File: src/rtl/core/abdd_pkg.sv
// Package for the amplitude band duration detector.
// Holds widths, register codes, shared types and the magnitude function.
// No dependencies.
package abdd_pkg;

	localparam int NUM_BANDS   = 4;
	localparam int SAMPLE_BITS = 16;
	localparam int COUNT_BITS  = 32;

	// fixed by the register map and the result fields
	localparam int BAND_REGS  = 4;
	localparam int LIMIT_BITS = 16;
	localparam int REG_BITS   = 32;
	localparam int OUT_BITS   = 32;
	localparam int IDX_BITS   = 2;
	localparam int CNT_SEL_BITS = 3;
	localparam int CFG_IDX_BITS = 3;

	localparam int ACTIVE_BANDS = (NUM_BANDS < BAND_REGS) ? NUM_BANDS : BAND_REGS;
	localparam int MAG_BITS     = SAMPLE_BITS - 1;
	localparam int CMP_BITS     = (MAG_BITS > LIMIT_BITS) ? MAG_BITS : LIMIT_BITS;
	localparam int WIDE_BITS    = (COUNT_BITS > REG_BITS) ? COUNT_BITS : REG_BITS;

	// silence floor: lower*1000 < half scale  <=>  lower < ceil(half scale / 1000)
	localparam longint HALF_SCALE = longint'(1) << MAG_BITS;
	localparam logic [LIMIT_BITS-1:0] FLOOR_LIMIT = LIMIT_BITS'((HALF_SCALE + 999) / 1000);

	typedef logic signed [SAMPLE_BITS-1:0] pcm_t;
	typedef logic [MAG_BITS-1:0]           mag_t;
	typedef logic [LIMIT_BITS-1:0]         limit_t;
	typedef logic [CMP_BITS-1:0]           cmp_t;
	typedef logic [COUNT_BITS-1:0]         count_t;
	typedef logic [WIDE_BITS-1:0]          wide_t;
	typedef logic [REG_BITS-1:0]           reg_word_t;

	typedef enum logic [CFG_IDX_BITS-1:0] {
		REG_BAND0          = 3'd0,
		REG_BAND1          = 3'd1,
		REG_BAND2          = 3'd2,
		REG_BAND3          = 3'd3,
		REG_BANDS_IN_USE   = 3'd4,
		REG_GAP_LIMIT      = 3'd5,
		REG_MIN_RUN_LENGTH = 3'd6
	} cfg_reg_t;

	// configuration as seen by the datapath
	typedef struct packed {
		logic [BAND_REGS-1:0][REG_BITS-1:0] limits;
		logic [CNT_SEL_BITS-1:0]            bands_in_use;
		reg_word_t                          gap_limit;
		reg_word_t                          min_run_length;
	} cfg_t;

	// per-band status toward the priority select
	typedef struct packed {
		logic   emit;
		count_t first;
		count_t length;
	} band_stat_t;

	// magnitude, most negative code saturates to full positive scale
	function automatic mag_t mag_of(pcm_t s);
		pcm_t neg;
		neg = -s;
		if (!s[SAMPLE_BITS-1])
			return s[MAG_BITS-1:0];
		else if (neg[SAMPLE_BITS-1])
			return {MAG_BITS{1'b1}};
		else
			return neg[MAG_BITS-1:0];
	endfunction

endpackage

File: src/rtl/core/amplitude_band_duration_detector_top.sv
// Top level of the amplitude band duration detector.
// Depends on abdd_pkg, abdd_cfg and abdd_band.
//
//  channel | direction | handshake             | payload
//  --------+-----------+-----------------------+----------------------------------------
//  in      | sink      | in_valid / in_stall   | sample
//  out     | source    | out_valid / out_stall | band_index, run_start, run_length,
//          |           |                       | event_number
//  cfg     | sink      | cfg_valid / cfg_ready | cfg_index, cfg_data
//
// One sample per cycle sustained while out_stall is low; a sample lands in the input
// register, then the checked bands are evaluated in one pass into the result register.
// Reset clears counters, run state and the valid flags at once; no clearing pass.
// out_stall holds the result word; the input register still takes a new sample
// while the result waits, and in_stall rises only when both registers are full.
// cfg_ready is always high.
module amplitude_band_duration_detector_top import abdd_pkg::*; (
	input  logic                    clk,
	input  logic                    arst_n,
	input  logic                    in_valid,
	output logic                    in_stall,
	input  pcm_t                    sample,
	output logic                    out_valid,
	input  logic                    out_stall,
	output logic [IDX_BITS-1:0]     band_index,
	output logic [OUT_BITS-1:0]     run_start,
	output logic [OUT_BITS-1:0]     run_length,
	output logic [OUT_BITS-1:0]     event_number,
	input  logic                    cfg_valid,
	output logic                    cfg_ready,
	input  logic [CFG_IDX_BITS-1:0] cfg_index,
	input  reg_word_t               cfg_data
);

	cfg_t cfg;

	logic   valid_s1;
	mag_t   mag_s1;
	logic   advance;

	count_t sample_index_q;
	count_t events_q;

	band_stat_t                   stat [ACTIVE_BANDS];
	logic [ACTIVE_BANDS-1:0]      checked;
	logic [ACTIVE_BANDS-1:0]      step;
	logic [ACTIVE_BANDS-1:0]      win;
	logic                         emit_any;
	logic [IDX_BITS-1:0]          win_idx;
	count_t                       win_first;
	count_t                       win_length;

	logic                         res_valid_q;
	logic [IDX_BITS-1:0]          band_index_q;
	logic [OUT_BITS-1:0]          run_start_q;
	logic [OUT_BITS-1:0]          run_length_q;
	logic [OUT_BITS-1:0]          event_number_q;

	abdd_cfg u_cfg (
		.clk       (clk),
		.arst_n    (arst_n),
		.cfg_valid (cfg_valid),
		.cfg_ready (cfg_ready),
		.cfg_index (cfg_index),
		.cfg_data  (cfg_data),
		.cfg       (cfg)
	);

	// handshake: stage 1 moves when the result register is free or being taken
	assign advance  = valid_s1 && (!res_valid_q || !out_stall);
	assign in_stall = valid_s1 && !advance;

	// input register holds the magnitude
	always_ff @(posedge clk or negedge arst_n) begin
		if (!arst_n) begin
			valid_s1 <= 1'b0;
		end else if (in_valid && !in_stall) begin
			valid_s1 <= 1'b1;
		end else if (advance) begin
			valid_s1 <= 1'b0;
		end
	end

	always_ff @(posedge clk) begin
		if (in_valid && !in_stall) begin
			mag_s1 <= mag_of(sample);
		end
	end

	// band trackers
	for (genvar b = 0; b < ACTIVE_BANDS; b++) begin : g_band
		abdd_band u_band (
			.clk            (clk),
			.arst_n         (arst_n),
			.mag            (mag_s1),
			.lo             (cfg.limits[b][LIMIT_BITS-1:0]),
			.hi             (cfg.limits[b][REG_BITS-1:LIMIT_BITS]),
			.now            (sample_index_q),
			.gap_limit      (cfg.gap_limit),
			.min_run_length (cfg.min_run_length),
			.step           (step[b]),
			.stat           (stat[b])
		);
	end

	// priority: the lowest checked band that emits wins, higher bands skip
	always_comb begin
		logic blocked;
		blocked    = 1'b0;
		win_idx    = '0;
		win_first  = '0;
		win_length = '0;
		for (int b = 0; b < ACTIVE_BANDS; b++) begin
			checked[b] = cfg.bands_in_use > CNT_SEL_BITS'(b);
			step[b]    = advance && checked[b] && !blocked;
			win[b]     = checked[b] && !blocked && stat[b].emit;
			if (win[b]) begin
				win_idx    = IDX_BITS'(b);
				win_first  = stat[b].first;
				win_length = stat[b].length;
			end
			blocked = blocked || win[b];
		end
		emit_any = blocked;
	end

	// sample and event counters
	always_ff @(posedge clk or negedge arst_n) begin
		if (!arst_n) begin
			sample_index_q <= '0;
			events_q       <= '0;
		end else if (advance) begin
			sample_index_q <= sample_index_q + 1'b1;
			if (emit_any) begin
				events_q <= events_q + 1'b1;
			end
		end
	end

	// result register
	always_ff @(posedge clk or negedge arst_n) begin
		if (!arst_n) begin
			res_valid_q <= 1'b0;
		end else if (advance) begin
			res_valid_q <= emit_any;
		end else if (!out_stall) begin
			res_valid_q <= 1'b0;
		end
	end

	always_ff @(posedge clk) begin
		if (advance && emit_any) begin
			band_index_q   <= win_idx;
			run_start_q    <= OUT_BITS'(win_first);
			run_length_q   <= OUT_BITS'(win_length);
			event_number_q <= OUT_BITS'(events_q);
		end
	end

	assign out_valid    = res_valid_q;
	assign band_index   = band_index_q;
	assign run_start    = run_start_q;
	assign run_length   = run_length_q;
	assign event_number = event_number_q;

	// checks
	a_one_winner: assert property (@(posedge clk) disable iff (!arst_n)
		$onehot0(win))
		else $error("more than one band won the same sample");

	a_event_count: assert property (@(posedge clk) disable iff (!arst_n)
		(advance && emit_any) |=> (events_q == $past(events_q) + 1'b1))
		else $error("event counter did not follow an emitted word");

	a_index_hold: assert property (@(posedge clk) disable iff (!arst_n)
		!advance |=> $stable(sample_index_q))
		else $error("sample index moved without a sample");

	a_stall_cause: assert property (@(posedge clk) disable iff (!arst_n)
		in_stall |-> (valid_s1 && res_valid_q && out_stall))
		else $error("input stalled without a full pipeline");

endmodule

File: src/rtl/core/abdd_cfg.sv
// Configuration register file for the amplitude band duration detector.
// Depends on abdd_pkg.
module abdd_cfg import abdd_pkg::*; (
	input  logic                    clk,
	input  logic                    arst_n,
	input  logic                    cfg_valid,
	output logic                    cfg_ready,
	input  logic [CFG_IDX_BITS-1:0] cfg_index,
	input  reg_word_t               cfg_data,
	output cfg_t                    cfg
);

	cfg_t cfg_q;

	assign cfg_ready = 1'b1;
	assign cfg       = cfg_q;

	// register writes; unknown indexes are dropped
	always_ff @(posedge clk or negedge arst_n) begin
		if (!arst_n) begin
			cfg_q.limits         <= '0;
			cfg_q.bands_in_use   <= CNT_SEL_BITS'(1);
			cfg_q.gap_limit      <= '0;
			cfg_q.min_run_length <= '0;
		end else if (cfg_valid && cfg_ready) begin
			case (cfg_index) inside
				[REG_BAND0:REG_BAND3]: begin
					cfg_q.limits[cfg_index[IDX_BITS-1:0]] <= cfg_data;
				end
				REG_BANDS_IN_USE: begin
					cfg_q.bands_in_use <= cfg_data[CNT_SEL_BITS-1:0];
				end
				REG_GAP_LIMIT: begin
					cfg_q.gap_limit <= cfg_data;
				end
				REG_MIN_RUN_LENGTH: begin
					cfg_q.min_run_length <= cfg_data;
				end
				default: begin
				end
			endcase
		end
	end

endmodule

File: src/rtl/core/abdd_band.sv
// Run tracker for one amplitude band: run state, end detection, event check.
// Depends on abdd_pkg.
module abdd_band import abdd_pkg::*; (
	input  logic       clk,
	input  logic       arst_n,
	input  mag_t       mag,
	input  limit_t     lo,
	input  limit_t     hi,
	input  count_t     now,
	input  reg_word_t  gap_limit,
	input  reg_word_t  min_run_length,
	input  logic       step,
	output band_stat_t stat
);

	logic   active_q;
	count_t first_q;
	count_t last_q;

	logic   in_band;
	logic   floor_band;
	logic   run_ends;
	count_t gap;
	count_t span;

	// band match and run end test
	always_comb begin
		in_band    = (cmp_t'(lo) <= cmp_t'(mag)) && (cmp_t'(mag) <= cmp_t'(hi));
		floor_band = lo < FLOOR_LIMIT;
		gap        = now - last_q;
		span       = now - first_q;
		run_ends   = !in_band && active_q &&
		             (floor_band || (wide_t'(gap) > wide_t'(gap_limit)));
		stat.emit   = run_ends && (wide_t'(span) >= wide_t'(min_run_length));
		stat.first  = first_q;
		stat.length = last_q - first_q;
	end

	// run state update, only when this band is processed for the sample
	always_ff @(posedge clk or negedge arst_n) begin
		if (!arst_n) begin
			active_q <= 1'b0;
			first_q  <= '0;
			last_q   <= '0;
		end else if (step) begin
			if (in_band) begin
				if (!active_q) begin
					first_q <= now;
				end
				active_q <= 1'b1;
				last_q   <= now;
			end else if (run_ends) begin
				active_q <= 1'b0;
			end
		end
	end

endmodule

File: config.mk
export PLATFORM = sky130hd
export DESIGN_NAME = amplitude_band_duration_detector_top
export DESIGN_NICKNAME = d
export VERILOG_FILES = /design/src/rtl/core/abdd_pkg.sv /design/src/rtl/core/amplitude_band_duration_detector_top.sv /design/src/rtl/core/abdd_cfg.sv /design/src/rtl/core/abdd_band.sv
export SDC_FILE = /design/constraint.sdc
export NUM_CORES = 2
export LEC_CHECK = 0
export BUFFER_PORTS_ARGS = -buffer_cell sky130_fd_sc_hd__buf_4
export CAP_MARGIN = 10
export CORE_ASPECT_RATIO = 0.8
export CORE_MARGIN = 1
export CORE_UTILIZATION = 58
export DETAILED_ROUTE_END_ITERATION = 10
export GPL_ROUTABILITY_DRIVEN = 1
export PLACE_DENSITY_LB_ADDON = 0.12
export SYNTH_ARGS = -nofsm -noshare
export SYNTH_HDL_FRONTEND = slang
export SYNTH_SLANG_ARGS = --single-unit
File: constraint.sdc
create_clock -name clk -period 10.63 [get_ports clk]
set_clock_uncertainty 0.15 [all_clocks]
set_input_delay 1.063 -clock clk [delete_from_list [all_inputs] [get_ports clk]]
set_output_delay 1.063 -clock clk [all_outputs]
set_load 0.02 [all_outputs]
==> reports/metrics.csv <==
metric,value,unit
drcViolationCount,0,
hold_violations,0,
syn_area,51870,sq um
synth_cell_types,90,
multi_input_area,33190,sq um
vias_per_cell,6.337,
postCtsSetupBuffers,0,
tightest_slew,1.282,ns
syn_nets,6308,
fp.dieArea,90650,sq um
synth_edf_count,113,
critPathMaxFanout,42,
drv_slew,0,
maxCapViolations,0,
status,"complete, no violations",
grt_pass1_wl,250000,microns
ir_worst_vdd,0.1899,mV
numClockSinks,634,
p_per_area,353.4,nW/um^2
fill_cells,7428,
path_clk_slew,0.06,ns
critPathLaunchType,register,
p_leak,27.12,nW
clock_path_buffers,3,
wire_per_inst,24.47,microns
drtAntennaViolNets,0,
area.growth.synth_to_final,9.527,%
fin_nets,6456,
cts_inserted_buffers,72,
syn_inst,5489,
synth_warnings,0,
ff2ff_path_depth,27,
slew_headroom,0.1372,
fp.dieW,336.4,microns
floorplan.initialDensity,0.5887,
required,11.01,ns
hpwl,130100,microns
instances_no_fill,6882,
ys_top_cells_by_area,"dfrtp_1, ha_1, mux2_2, edfxtp_1, xnor2_1",
grt_max_degree,122,
dieHeight,269.5,microns
grt_pass1_vias,40005,
rsz0062_at_grt,false,
critical_path_arrival,9.47,ns
grt_remaining_overflow,0,
r2r_start,sample_index_q[0]$_DFFE_PN0P_,
setup_tns,0,ns
fp-row-count,97,
grt_usage,0.3656,
tritoncts,yes,
place.gp.congestion,0.9935,
drive_gt1_frac,0.1344,
seq_area_frac_synth,0.3168,
holdBufCountCts,0,
syn_area_per_cell,9.451,sq um
clk_latency,0.66,ns
io_pins,157,
ys_top_cells_by_count,"ha_1, dfrtp_1, inv_1, a21oi_1, mux2_2",
firstDrtPassIters,10,
synth_top_area_share,0.2508,
fp.coreArea,88110,sq um
ctsResizeCount,0,
path_class,register to register,
synthMostInstantiatedCell,ha_1,
drt_iter0_markers,4806,
finalSetupViolCount,0,
wirelength,168400,microns
worst_setup_path_end_kind,register,
seqCellArea,16430,sq um
dr_total_vias,43611,
hold_path_class,input port to asynchronous set/reset pin,
port_buffers,155,
cts_root_buf,clkbuf_16,
r2r-end,g_band[1].u_band.first_q[28]$_DFFE_PN0P_,
place_inst,6751,
synth-async-reset-ratio,0.8218,
ys_seq_elements,634,
fmax,110.0,MHz
ff2ff_setup_slack,1.54,ns
layout_min_cycle_time,9.094,ns
synth_top_cell_by_area,dfrtp_1,
antenna_found_initial,5,
period_share,0.8555,
synth_flop_cell,dfrtp_1,
htree_levels,3,
-- through the flow --
stage,total power [mW],hold slack (ns),utilization,setup WS [ns],area [sq um]
final,20.08,0.2698,0.6448,1.536,56820
after global routing,21.48,0.3215,0.6448,1.184,56810
after CTS,19.69,0.2916,0.6448,1.791,56810
after detailed placement,16.97,0.3120,0.6178,1.863,54440
after global placement,16.72,0.3183,0.6178,2.002,54440
after floorplan,13.27,0.2910,-,1.736,51880
-- how the worst max path moves through the flow --
stage,start,end,slack [ns],depth (start not counted)
after detailed placement,sample_index_q[1]$_DFFE_PN0P_,run_length[29]$_DFFE_PP_,1.86,23
after CTS,sample_index_q[1]$_DFFE_PN0P_,run_start[31]$_DFFE_PP_,1.79,23
after global placement,sample_index_q[1]$_DFFE_PN0P_,run_start[31]$_DFFE_PP_,2.00,23
after floorplan,sample_index_q[0]$_DFFE_PN0P_,events_q[7]$_DFFE_PN0P_,1.74,26
final,sample_index_q[0]$_DFFE_PN0P_,g_band[1].u_band.first_q[28]$_DFFE_PN0P_,1.54,27
after global routing,sample_index_q[1]$_DFFE_PN0P_,run_start[31]$_DFFE_PP_,1.18,23
-- state kept, by name, indices dropped and copies added, names as in the netlist, 4 cells and up --
signal	cells
run_length	32
g_band.u_band.last_q	128
u_cfg.cfg	195
event_number	32
events_q	32
run_start	32
sample_index_q	32
g_band.u_band.first_q	128
g_band.u_band.active_q	4
mag_s1	15
-- logic make-up (layout without fill, tap and decap cells) --
group / count (synthesis) / after routing / synth area share
XOR/XNOR: 402 / 402 / 0.06787
other: 1 / 3 / 0.00007229
AO/OA/AOI/OAI: 1450 / 1450 / 0.1779
flip-flops: 634 / 634 / 0.3168
multiplexers: 404 / 404 / 0.08982
buffers and inverters: 601 / 804 / 0.04426
AND/OR/NAND/NOR: 1234 / 1234 / 0.1175
adder cells (fa/ha/maj): 763 / 763 / 0.1858
-- layout by cell type (no fill, tap or decap), types with 73 or more instances in the layout --
cell / n
a22oi_1: 81
a21oi_1: 418
nand2_1: 339
mux2_2: 361
xor2_1: 130
xnor2_1: 272
nor2_1: 273
clkbuf_16: 73
nand4_1: 90
edfxtp_1: 113
nand3_1: 147
inv_1: 468
ha_1: 751
dfrtp_1: 520
a21o_1: 195
buf_4: 204
o21ai_0: 328
-- area by class of cell --
class,count,share of cell area
Antenna cell,2,0.00008809
Clock buffer,99,0.03563
Clock inverter,30,0.006166
Inverter,469,0.03098
Multi-Input combinational cell,4254,0.5842
Sequential cell,634,0.2892
Tap cell,1188,0.02616
Timing Repair Buffer,206,0.02757
-- critical path, stage by stage, from the launching register on --
cell,delay [ns]
dfrtp_1,0.44
inv_1,0.43
ha_1,0.28
inv_1,0.06
fa_1,0.39
a21oi_1,0.26
nor2_1,0.12
o21ai_0,0.42
a311oi_1,0.36
o31ai_1,0.51
nand4b_1,0.22
nand4b_1,0.17
nand2_1,0.15
o2111ai_1,0.14
a21oi_1,0.20
xnor2_1,0.09
ha_1,0.30
nand4_1,0.15
nor4_1,0.51
nand2_1,0.10
o31ai_1,0.49
and3_4,0.62
nor2_2,0.18
o211ai_1,0.13
buf_4,0.52
or2_2,0.67
buf_4,0.45
mux2_2,0.38
-- report_power, final --
| group | internal, mW | leakage, nW | switching (mW) |
|---|---|---|---|
| Sequential | 3.07 | 7.87 | 0.360 |
| Clock | 1.49 | 1.13 | 1.11 |
| Combinational | 5.85 | 18.1 | 8.20 |
| Total | 10.4 | 27.1 | 9.67 |
-- layer usage --
metal / up-vias / track usage / share of wire
met1: 20939 / 0.5234 / 0.44
met4: 0 / 0.1866 / 0.060
met3: 418 / 0.06063 / 0.084
met2: 1935 / 0.5300 / 0.42
met5: - / 0 / 0
li1: 20319 / - / -
(Power assumes the default switching activity.)
